[src/sv/lmtc_pkg.sv]
package lmtc_pkg;

    // Field and state widths
    localparam int TIMER_W     = 14;
    localparam int VLT_W       = 11;
    localparam int LINE_W      = 8;
    localparam int STAT_EN_W   = 4;
    localparam int CFG_INDEX_W = 1;
    localparam int CFG_DATA_W  = 4;

    // Mode durations in time units
    localparam logic [TIMER_W:0] T_OAM    = (TIMER_W + 1)'(160);
    localparam logic [TIMER_W:0] T_VRAM   = (TIMER_W + 1)'(344);
    localparam logic [TIMER_W:0] T_HBLANK = (TIMER_W + 1)'(408);
    localparam logic [TIMER_W:0] T_VBLANK = (TIMER_W + 1)'(9120);
    localparam logic [VLT_W:0]   T_VLINE  = (VLT_W + 1)'(912);

    localparam logic [TIMER_W-1:0] TIMER_RESET   = TIMER_W'(9119);
    localparam logic [LINE_W-1:0]  VISIBLE_LINES = LINE_W'(144);
    localparam logic [LINE_W-1:0]  START_LINE    = LINE_W'(153);

    // STAT interrupt source enable bits
    localparam int STAT_SRC_HBLANK = 0;
    localparam int STAT_SRC_VBLANK = 1;
    localparam int STAT_SRC_OAM    = 2;
    localparam int STAT_SRC_MATCH  = 3;

    // Configuration register indexes
    localparam logic [CFG_INDEX_W-1:0] CFG_DISPLAY_ON      = 1'b0;
    localparam logic [CFG_INDEX_W-1:0] CFG_STAT_INT_ENABLE = 1'b1;

    // Item opcodes
    localparam logic OP_TICK      = 1'b0;
    localparam logic OP_WRITE_LYC = 1'b1;

    typedef enum logic [1:0] {
        MODE_HBLANK = 2'd0,
        MODE_VBLANK = 2'd1,
        MODE_OAM    = 2'd2,
        MODE_VRAM   = 2'd3
    } mode_t;

    typedef struct packed {
        logic              opcode;
        logic [7:0]        elapsed;
        logic [LINE_W-1:0] compare_value;
    } in_item_t;

    typedef struct packed {
        logic [1:0]        lcd_mode;
        logic [LINE_W-1:0] current_line;
        logic              line_match;
        logic              stat_irq;
        logic              vblank_irq;
        logic              draw_request;
    } out_item_t;

    typedef struct packed {
        logic                 display_on;
        logic [STAT_EN_W-1:0] stat_int_enable;
    } cfg_t;

endpackage

[src/sv/lmtc_cfg.sv]
module lmtc_cfg
    import lmtc_pkg::*;
(
    input  logic                   aclk,
    input  logic                   aresetn,
    input  logic                   cfg_valid,
    output logic                   cfg_ready,
    input  logic [CFG_INDEX_W-1:0] cfg_index,
    input  logic [CFG_DATA_W-1:0]  cfg_data,
    output cfg_t                   cfg
);

    cfg_t cfg_reg;

    assign cfg_ready = 1'b1;
    assign cfg      = cfg_reg;

    // Take a register write on each transfer
    always_ff @(posedge aclk) begin
        if (!aresetn) begin
            cfg_reg <= '0;
        end else if (cfg_valid) begin
            case (cfg_index)
                CFG_DISPLAY_ON: begin
                    cfg_reg.display_on <= cfg_data[0];
                end
                CFG_STAT_INT_ENABLE: begin
                    cfg_reg.stat_int_enable <= cfg_data[STAT_EN_W-1:0];
                end
                default: begin
                    cfg_reg <= cfg_reg;
                end
            endcase
        end
    end

endmodule

[src/sv/lmtc_seq.sv]
module lmtc_seq
    import lmtc_pkg::*;
(
    input  logic      aclk,
    input  logic      aresetn,
    input  logic      step_en,
    input  in_item_t  item,
    input  cfg_t      cfg,
    output out_item_t result
);

    mode_t               mode_reg, mode_next;
    logic [TIMER_W-1:0]  timer_reg, timer_next;
    logic [LINE_W-1:0]   vlc_reg, vlc_next;
    logic [VLT_W-1:0]    vlt_reg, vlt_next;
    logic [LINE_W-1:0]   line_reg, line_next;
    logic                match_reg, match_next;
    logic [LINE_W-1:0]   lyc_reg, lyc_next;
    logic                recheck_reg, recheck_next;

    logic [TIMER_W:0]    timer_sum;
    logic [TIMER_W:0]    timer_tmp;
    logic [VLT_W:0]      vlt_sum;
    logic [LINE_W-1:0]   vlc_inc;
    logic                load;
    logic [LINE_W-1:0]   load_val;
    logic                stat;
    logic                vbl;
    logic                draw;

    assign timer_sum = {1'b0, timer_reg} + (TIMER_W + 1)'(item.elapsed);
    assign vlt_sum   = {1'b0, vlt_reg} + (VLT_W + 1)'(item.elapsed);
    assign vlc_inc   = vlc_reg + LINE_W'(1);

    // Work out the state after one item and its pulses
    always_comb begin
        mode_next    = mode_reg;
        timer_next   = timer_reg;
        vlc_next     = vlc_reg;
        vlt_next     = vlt_reg;
        line_next    = line_reg;
        match_next   = match_reg;
        lyc_next     = lyc_reg;
        recheck_next = recheck_reg;
        timer_tmp    = timer_sum;
        load         = 1'b0;
        load_val     = line_reg;
        stat         = 1'b0;
        vbl          = 1'b0;
        draw         = 1'b0;

        if (item.opcode == OP_WRITE_LYC) begin
            lyc_next     = item.compare_value;
            recheck_next = 1'b1;
        end else if (!cfg.display_on) begin
            mode_next  = MODE_VBLANK;
            match_next = 1'b0;
            timer_next = TIMER_RESET;
            vlc_next   = '0;
            vlt_next   = '0;
        end else begin
            // Recompare LY against a freshly written LYC
            if (recheck_reg) begin
                recheck_next = 1'b0;
                match_next   = (line_reg == lyc_reg);
                stat         = cfg.stat_int_enable[STAT_SRC_MATCH] & match_next;
            end

            // Advance the mode timer
            case (mode_reg)
                MODE_OAM: begin
                    if (timer_sum > T_OAM) begin
                        timer_tmp = timer_sum - T_OAM;
                        mode_next = MODE_VRAM;
                    end
                end
                MODE_VRAM: begin
                    if (timer_sum > T_VRAM) begin
                        timer_tmp = timer_sum - T_VRAM;
                        mode_next = MODE_HBLANK;
                    end
                end
                MODE_HBLANK: begin
                    if (timer_sum > T_HBLANK) begin
                        timer_tmp = timer_sum - T_HBLANK;
                        vlc_next  = vlc_inc;
                        mode_next = (vlc_inc == VISIBLE_LINES) ? MODE_VBLANK : MODE_OAM;
                    end
                end
                default: begin
                    if (timer_sum > T_VBLANK) begin
                        timer_tmp = timer_sum - T_VBLANK;
                        mode_next = MODE_OAM;
                    end else if (vlt_sum > T_VLINE) begin
                        vlt_next = VLT_W'(vlt_sum - T_VLINE);
                        load     = 1'b1;
                        load_val = line_reg + LINE_W'(1);
                    end else begin
                        vlt_next = vlt_sum[VLT_W-1:0];
                    end
                end
            endcase
            timer_next = timer_tmp[TIMER_W-1:0];

            // Mode entry actions
            if (mode_next != mode_reg) begin
                case (mode_next)
                    MODE_OAM: begin
                        stat = stat | cfg.stat_int_enable[STAT_SRC_OAM];
                        load = 1'b1;
                        if (mode_reg == MODE_VBLANK) begin
                            vlc_next = '0;
                            load_val = '0;
                        end else begin
                            load_val = line_reg + LINE_W'(1);
                        end
                    end
                    MODE_HBLANK: begin
                        stat = stat | cfg.stat_int_enable[STAT_SRC_HBLANK];
                        draw = 1'b1;
                    end
                    MODE_VBLANK: begin
                        stat     = stat | cfg.stat_int_enable[STAT_SRC_VBLANK];
                        vbl      = 1'b1;
                        vlt_next = '0;
                    end
                    default: begin
                        stat = stat;
                    end
                endcase
            end

            // Load LY and refresh the coincidence flag
            if (load) begin
                line_next  = load_val;
                match_next = (load_val == lyc_reg);
                stat       = stat | (cfg.stat_int_enable[STAT_SRC_MATCH] & match_next);
            end
        end
    end

    assign result.lcd_mode     = mode_next;
    assign result.current_line = line_next;
    assign result.line_match   = match_next;
    assign result.stat_irq     = stat;
    assign result.vblank_irq   = vbl;
    assign result.draw_request = draw;

    // Hold the sequencer state, advance once per item
    always_ff @(posedge aclk) begin
        if (!aresetn) begin
            mode_reg    <= MODE_VBLANK;
            timer_reg   <= TIMER_RESET;
            vlc_reg     <= '0;
            vlt_reg     <= '0;
            line_reg    <= START_LINE;
            match_reg   <= 1'b0;
            lyc_reg     <= '0;
            recheck_reg <= 1'b0;
        end else if (step_en) begin
            mode_reg    <= mode_next;
            timer_reg   <= timer_next;
            vlc_reg     <= vlc_next;
            vlt_reg     <= vlt_next;
            line_reg    <= line_next;
            match_reg   <= match_next;
            lyc_reg     <= lyc_next;
            recheck_reg <= recheck_next;
        end
    end

`ifndef SYNTH
    a_lcd_off_forces_vblank: assert property (@(posedge aclk) disable iff (!aresetn)
        (step_en && item.opcode == OP_TICK && !cfg.display_on) |=>
        (mode_reg == MODE_VBLANK && timer_reg == TIMER_RESET && !match_reg))
        else $error("lcd off tick did not force vblank");

    a_vblank_irq_entry: assert property (@(posedge aclk) disable iff (!aresetn)
        (step_en && result.vblank_irq) |=> (mode_reg == MODE_VBLANK && vlt_reg == '0))
        else $error("vblank interrupt without vblank entry");

    a_draw_in_hblank: assert property (@(posedge aclk) disable iff (!aresetn)
        (step_en && result.draw_request) |=> (mode_reg == MODE_HBLANK))
        else $error("draw request outside hblank entry");

    a_write_keeps_mode: assert property (@(posedge aclk) disable iff (!aresetn)
        (step_en && item.opcode == OP_WRITE_LYC) |=> ($stable(mode_reg) && recheck_reg))
        else $error("compare line write disturbed the mode");

    a_visible_count_bound: assert property (@(posedge aclk) disable iff (!aresetn)
        (mode_reg != MODE_VBLANK) |-> (vlc_reg < VISIBLE_LINES))
        else $error("visible line count out of range");
`endif

endmodule

[src/sv/lcd_mode_timing_controller.sv]
// Channel   Direction  Payload      Handshake
// s_        in         in_item_t    s_valid / s_ready
// m_        out        out_item_t   m_valid / m_ready
// cfg_      in         index, data  cfg_valid / cfg_ready (always ready)
//
// One item per cycle sustained while the result side keeps m_ready high.
// The item register feeds one pass of timer add, compare and subtract into the
// result register; state is updated as the item moves into the result register.
// Synchronous active-low reset puts the sequencer in vblank at line 153.
// A stalled result holds the item register; s_ready follows free space in the pipe.
module lcd_mode_timing_controller
    import lmtc_pkg::*;
(
    input  logic                   aclk,
    input  logic                   aresetn,
    input  logic                   s_valid,
    output logic                   s_ready,
    input  in_item_t               s_data,
    output logic                   m_valid,
    input  logic                   m_ready,
    output out_item_t              m_data,
    input  logic                   cfg_valid,
    output logic                   cfg_ready,
    input  logic [CFG_INDEX_W-1:0] cfg_index,
    input  logic [CFG_DATA_W-1:0]  cfg_data
);

    cfg_t      cfg;
    in_item_t  item_reg;
    logic      item_valid_reg;
    out_item_t result;
    out_item_t out_reg;
    logic      out_valid_reg;
    logic      advance;

    lmtc_cfg u_cfg (
        .aclk      (aclk),
        .aresetn   (aresetn),
        .cfg_valid (cfg_valid),
        .cfg_ready (cfg_ready),
        .cfg_index (cfg_index),
        .cfg_data  (cfg_data),
        .cfg       (cfg)
    );

    lmtc_seq u_seq (
        .aclk    (aclk),
        .aresetn (aresetn),
        .step_en (advance),
        .item    (item_reg),
        .cfg     (cfg),
        .result  (result)
    );

    // Move the item on when the result slot is free or being drained
    assign advance = item_valid_reg && (!out_valid_reg || m_ready);
    assign s_ready = !item_valid_reg || advance;

    // Input register
    always_ff @(posedge aclk) begin
        if (!aresetn) begin
            item_valid_reg <= 1'b0;
        end else if (s_ready) begin
            item_valid_reg <= s_valid;
        end
    end

    always_ff @(posedge aclk) begin
        if (s_valid && s_ready) begin
            item_reg <= s_data;
        end
    end

    // Result register
    always_ff @(posedge aclk) begin
        if (!aresetn) begin
            out_valid_reg <= 1'b0;
        end else if (advance) begin
            out_valid_reg <= 1'b1;
        end else if (m_ready) begin
            out_valid_reg <= 1'b0;
        end
    end

    always_ff @(posedge aclk) begin
        if (advance) begin
            out_reg <= result;
        end
    end

    assign m_valid = out_valid_reg;
    assign m_data  = out_reg;

endmodule

[config.mk]
export PLATFORM = sky130hd
export DESIGN_NAME = lcd_mode_timing_controller
export DESIGN_NICKNAME = d
export VERILOG_FILES = /design/src/sv/lmtc_pkg.sv /design/src/sv/lmtc_cfg.sv /design/src/sv/lmtc_seq.sv /design/src/sv/lcd_mode_timing_controller.sv
export SDC_FILE = /design/constraint.sdc
export NUM_CORES = 1
export LEC_CHECK = 0
export ABC_CLOCK_PERIOD_IN_PS = 4200
export BUFFER_PORTS_ARGS = -buffer_cell sky130_fd_sc_hd__buf_2
export CAP_MARGIN = 10
export CORE_MARGIN = 4
export CORE_UTILIZATION = 30
export DETAILED_ROUTE_END_ITERATION = 7
export PLACE_DENSITY = 0.47
export SETUP_SLACK_MARGIN = 0.15
export SKIP_CTS_REPAIR_TIMING = 1
export SYNTH_ARGS = -nofsm -noshare
export SYNTH_HDL_FRONTEND = slang
export SYNTH_HIERARCHICAL = 1
export SYNTH_SLANG_ARGS = --single-unit
[constraint.sdc]
create_clock -name aclk -period 4.2 [get_ports aclk]
set_input_delay 0.84 -clock aclk [delete_from_list [all_inputs] [get_ports aclk]]
set_output_delay 0.84 -clock aclk [all_outputs]
set_load 0.01 [all_outputs]
==> reports/metrics.sh <==
FRACTION_OF_SYNTHESIZED_CELL_AREA_TAKEN_BY_THE_TOP_AREA_CELL_TYPE=0.182
SYNTH_SEQUENTIAL_AREA_RATIO=0.324
DETAILED_PLACE_HPWL_UM=15900
TIMING.CRITICAL_PATH.REQUIRED_PS=4400
WORSTSETUPENDPOINTTYPE='flip-flop'
COREAREA_UM2=21300
RSZ0062_AT_GRT='yes'
LAYOUT.CELLS.MOST_COMMON_LIST='buf_4, nor2_1, nand2_1'
WORST_SETUP_HOLD_PATH_CLK_SLEW_PS=70
FINAL_CORE_UTILIZATION=0.413
MAX_CAP_VIOL_COUNT=0
POST-ROUTE-PERIOD-UTIL=1.02
SYNTHESIS.INSTANCES=812
DRV_SLEW=0
TIMING.CRITICAL_PATH.ARRIVAL_PS=4490
SETUP.WORST_PATH.START_CLASS='flip-flop'
CLOCK_SKEW_PS=11.4
GRT_PASS1_VIAS=6139
ANTENNA_VIOLATIONS_BEFORE_REPAIR=0
ROUTE.DETAILED.DRC=0
TIMING.HOLD.WORST.CLASS='flip-flop to flip-flop'
SYNTHARSTFLOPSHARE=0
ROUTED_WIRE_LENGTH_PER_INSTANCE_UM=17.5
REG2REG_FROM='item_reg[8]$_DFFE_PP_'
SYNTH_AREA_UM2=6580
FINAL.MIN_CLOCK_PERIOD_PS=4290
POSTSYNTHAREAPERCELL_UM2=8.11
STATIC_POWER_DUE_TO_LEAKAGE_nW=3.29
OUTCOME='complete, but fails checks'
MIN_FROM='u_seq/vlt_reg[10]$_SDFFE_PN0P_'
TOP_LEVEL_PORTS=44
IO_BUFFER_COUNT=42
REMAINING_GLOBAL_ROUTE_OVERFLOW=0
LAYOUT_COMMONEST_CELL='buf_4'
VIOLATED_CHECKS='negative setup slack'
SYNTH_EDF_COUNT=31
YS_TOP_CELLS_BY_AREA='dfxtp_1, edfxtp_1, nor2_1'
P_PER_AREA_nW_PER_UM2=290
GRT_MAX_DEGREE=38
SLEW_HEADROOM=0.337
POST_ROUTE_HOLD_SLACK_PS=459
CTS-ROOT-TO-SINK-BUFFERS=2
DRTPASS1ITERATIONS=6
FINAL_ANTENNA_NET_COUNT=0
CTS_ROOT_BUFFER='clkbuf_16'
SETUP.WORST_PATH.CLASS='flip-flop to flip-flop'
DRT-INITIAL-DRC-COUNT=357
PEAKVDDDROP_V=0.000169
DIE_AREA_UM2=24400
GRT_UTIL_ALL_LAYERS=0.171
MAX_SLEW.WORST_PIN.SLEW_PS=995
N_ANTENNA_CELL=0
DR_TOTAL_VIAS=6456
LAUNCH_POINT_OF_THE_WORST_PATH='item_reg[8]$_DFFE_PP_'
DRIVE_GT1_FRAC=0.304
GRT_PASS1_WL_UM=33300
SYNTHTOLAYOUTAREAGROWTH_PCT=33.5
YOSYS_REGISTER_BITS=91
CLOCK_TREE.HTREE_LEVEL_COUNT=3
DIE_Y_UM=156
MAPPEDNETLISTNETS=867
WEIGHTED_CONGESTION_REPORTED_AT_THE_END_OF_ROUTABILITY_DRIVEN_PLACEMENT=0.874
NUMBER_OF_FLIP_FLOPS_UNDER_THE_LARGEST_REGISTER_NAME=17
SETUP_VIOLATIONS=3
INITIAL_CELL_DENSITY_OF_THE_CORE=0.309
STD_CELL_ROWS=53
DRT-TOTAL-WL_UM=21300
CTS.SINK_COUNT=91
TIMING.FINAL.HOLD_VIOLATIONS=0
CLOCK_INSERTION_DELAY_WORST_SKEW_PS=350
SYNTH.YOSYS.WARNINGS=6
CTS_TREE='built'
YOSYS.CELL_TYPES.COUNT=89
YOSYSTOPAREACELL='dfxtp_1'
CP_MAX_FO=6
FINISH.NET_COUNT=995
SETUP_SLACK_PS=-89.8
VIAS_PER_CELL=5.29
TIMING.FMAX_GHz=0.233
CTS_MADE_BUFFERS=9
FLOORPLAN.DIE.WIDTH_UM=156
SYNTH-MAIN-FF-CELL='dfxtp_1'
metal layers:
metal  track usage  share of wire
met5             0              0
met4        0.0537          0.018
met3        0.0280          0.042
met2         0.264           0.45
met1         0.245           0.49
cell usage after synthesis (10+ instances only):
cell,instances
o21ai_0,54
ha_1,26
nor2_1,100
o22ai_1,15
xor2_1,13
a21oi_1,56
o31ai_1,10
o211ai_1,10
nand3_1,28
nand2_1,83
nor3_1,16
inv_1,23
clkbuf_1,29
dfxtp_1,60
edfxtp_1,31
xnor2_1,35
a22oi_1,13
and3_1,10
kinds of logic (layout without fill, tap and decap cells):
logic type	after synthesis	count (layout)	synth area share
AND/OR/NAND/NOR	305	305	0.223
adder cells (fa/ha/maj)	28	28	0.0555
buffers and inverters	72	205	0.0468
multiplexers	12	12	0.0188
flip-flops	91	91	0.324
other	1	1	0.000570
XOR/XNOR	48	48	0.0639
AO/OA/AOI/OAI	255	255	0.267
final cells by class:
type | count | area (um2)
fillers | 2139 | 12500
multi-input cells | 649 | 4710
flip-flops and latches | 91 | 2130
repair buffers | 164 | 1170
well taps | 275 | 344
clock buffers | 9 | 225
clock inverters | 7 | 116
inverters | 25 | 93.8
where the power goes:
| group | internal (mW) | total, mW | switching (mW) |
|---|---|---|---|
| logic | 0.306 | 0.662 | 0.355 |
| clock network | 0.539 | 0.926 | 0.387 |
| registers | 0.935 | 0.963 | 0.0282 |
critical path, stage by stage, from the launching register on:
cell and delay (ps):
edfxtp_1 420, ha_2 220, fa_2 340, a21o_1 170
a21oi_2 170, xnor2_2 140, ha_2 180, or4b_4 480
nor3b_4 200, o31ai_2 90, a41oi_1 230, buf_4 220
nand2_8 80, nand3_4 90, xnor2_2 70, a2111o_1 460
nor4_4 210, o2111ai_4 200, a21oi_2 160
through the flow:
step | total power, mW | cell area, um2 | instances | setup TNS (ps) | setup WS, ps
2_1_floorplan | 1.32 | 6680 | 812 | -139 | -76.7
3_3_place_gp | 1.58 | 7920 | 1197 | -451 | -83.7
3_5_place_dp | 1.57 | 7920 | 1197 | -338 | -129
4_1_cts | 2.52 | 8260 | 1213 | -666 | -182
5_1_grt | 2.68 | 8790 | 1220 | -1020 | -317
6_report | 2.55 | 8790 | 1220 | -240 | -89.8
path summary, 6_finish.rpt:
check / slack [ps] / cells past startpoint / endpoint
max: -90 / 18 / m_data[2]$_DFFE_PP_
max reg2reg: -90 / 18 / m_data[2]$_DFFE_PP_
min reg2reg: 460 / 2 / u_seq/vlt_reg[10]$_SDFFE_PN0P_
min: 460 / 2 / u_seq/vlt_reg[10]$_SDFFE_PN0P_
Note: power is estimated with default switching activity, not from simulation.
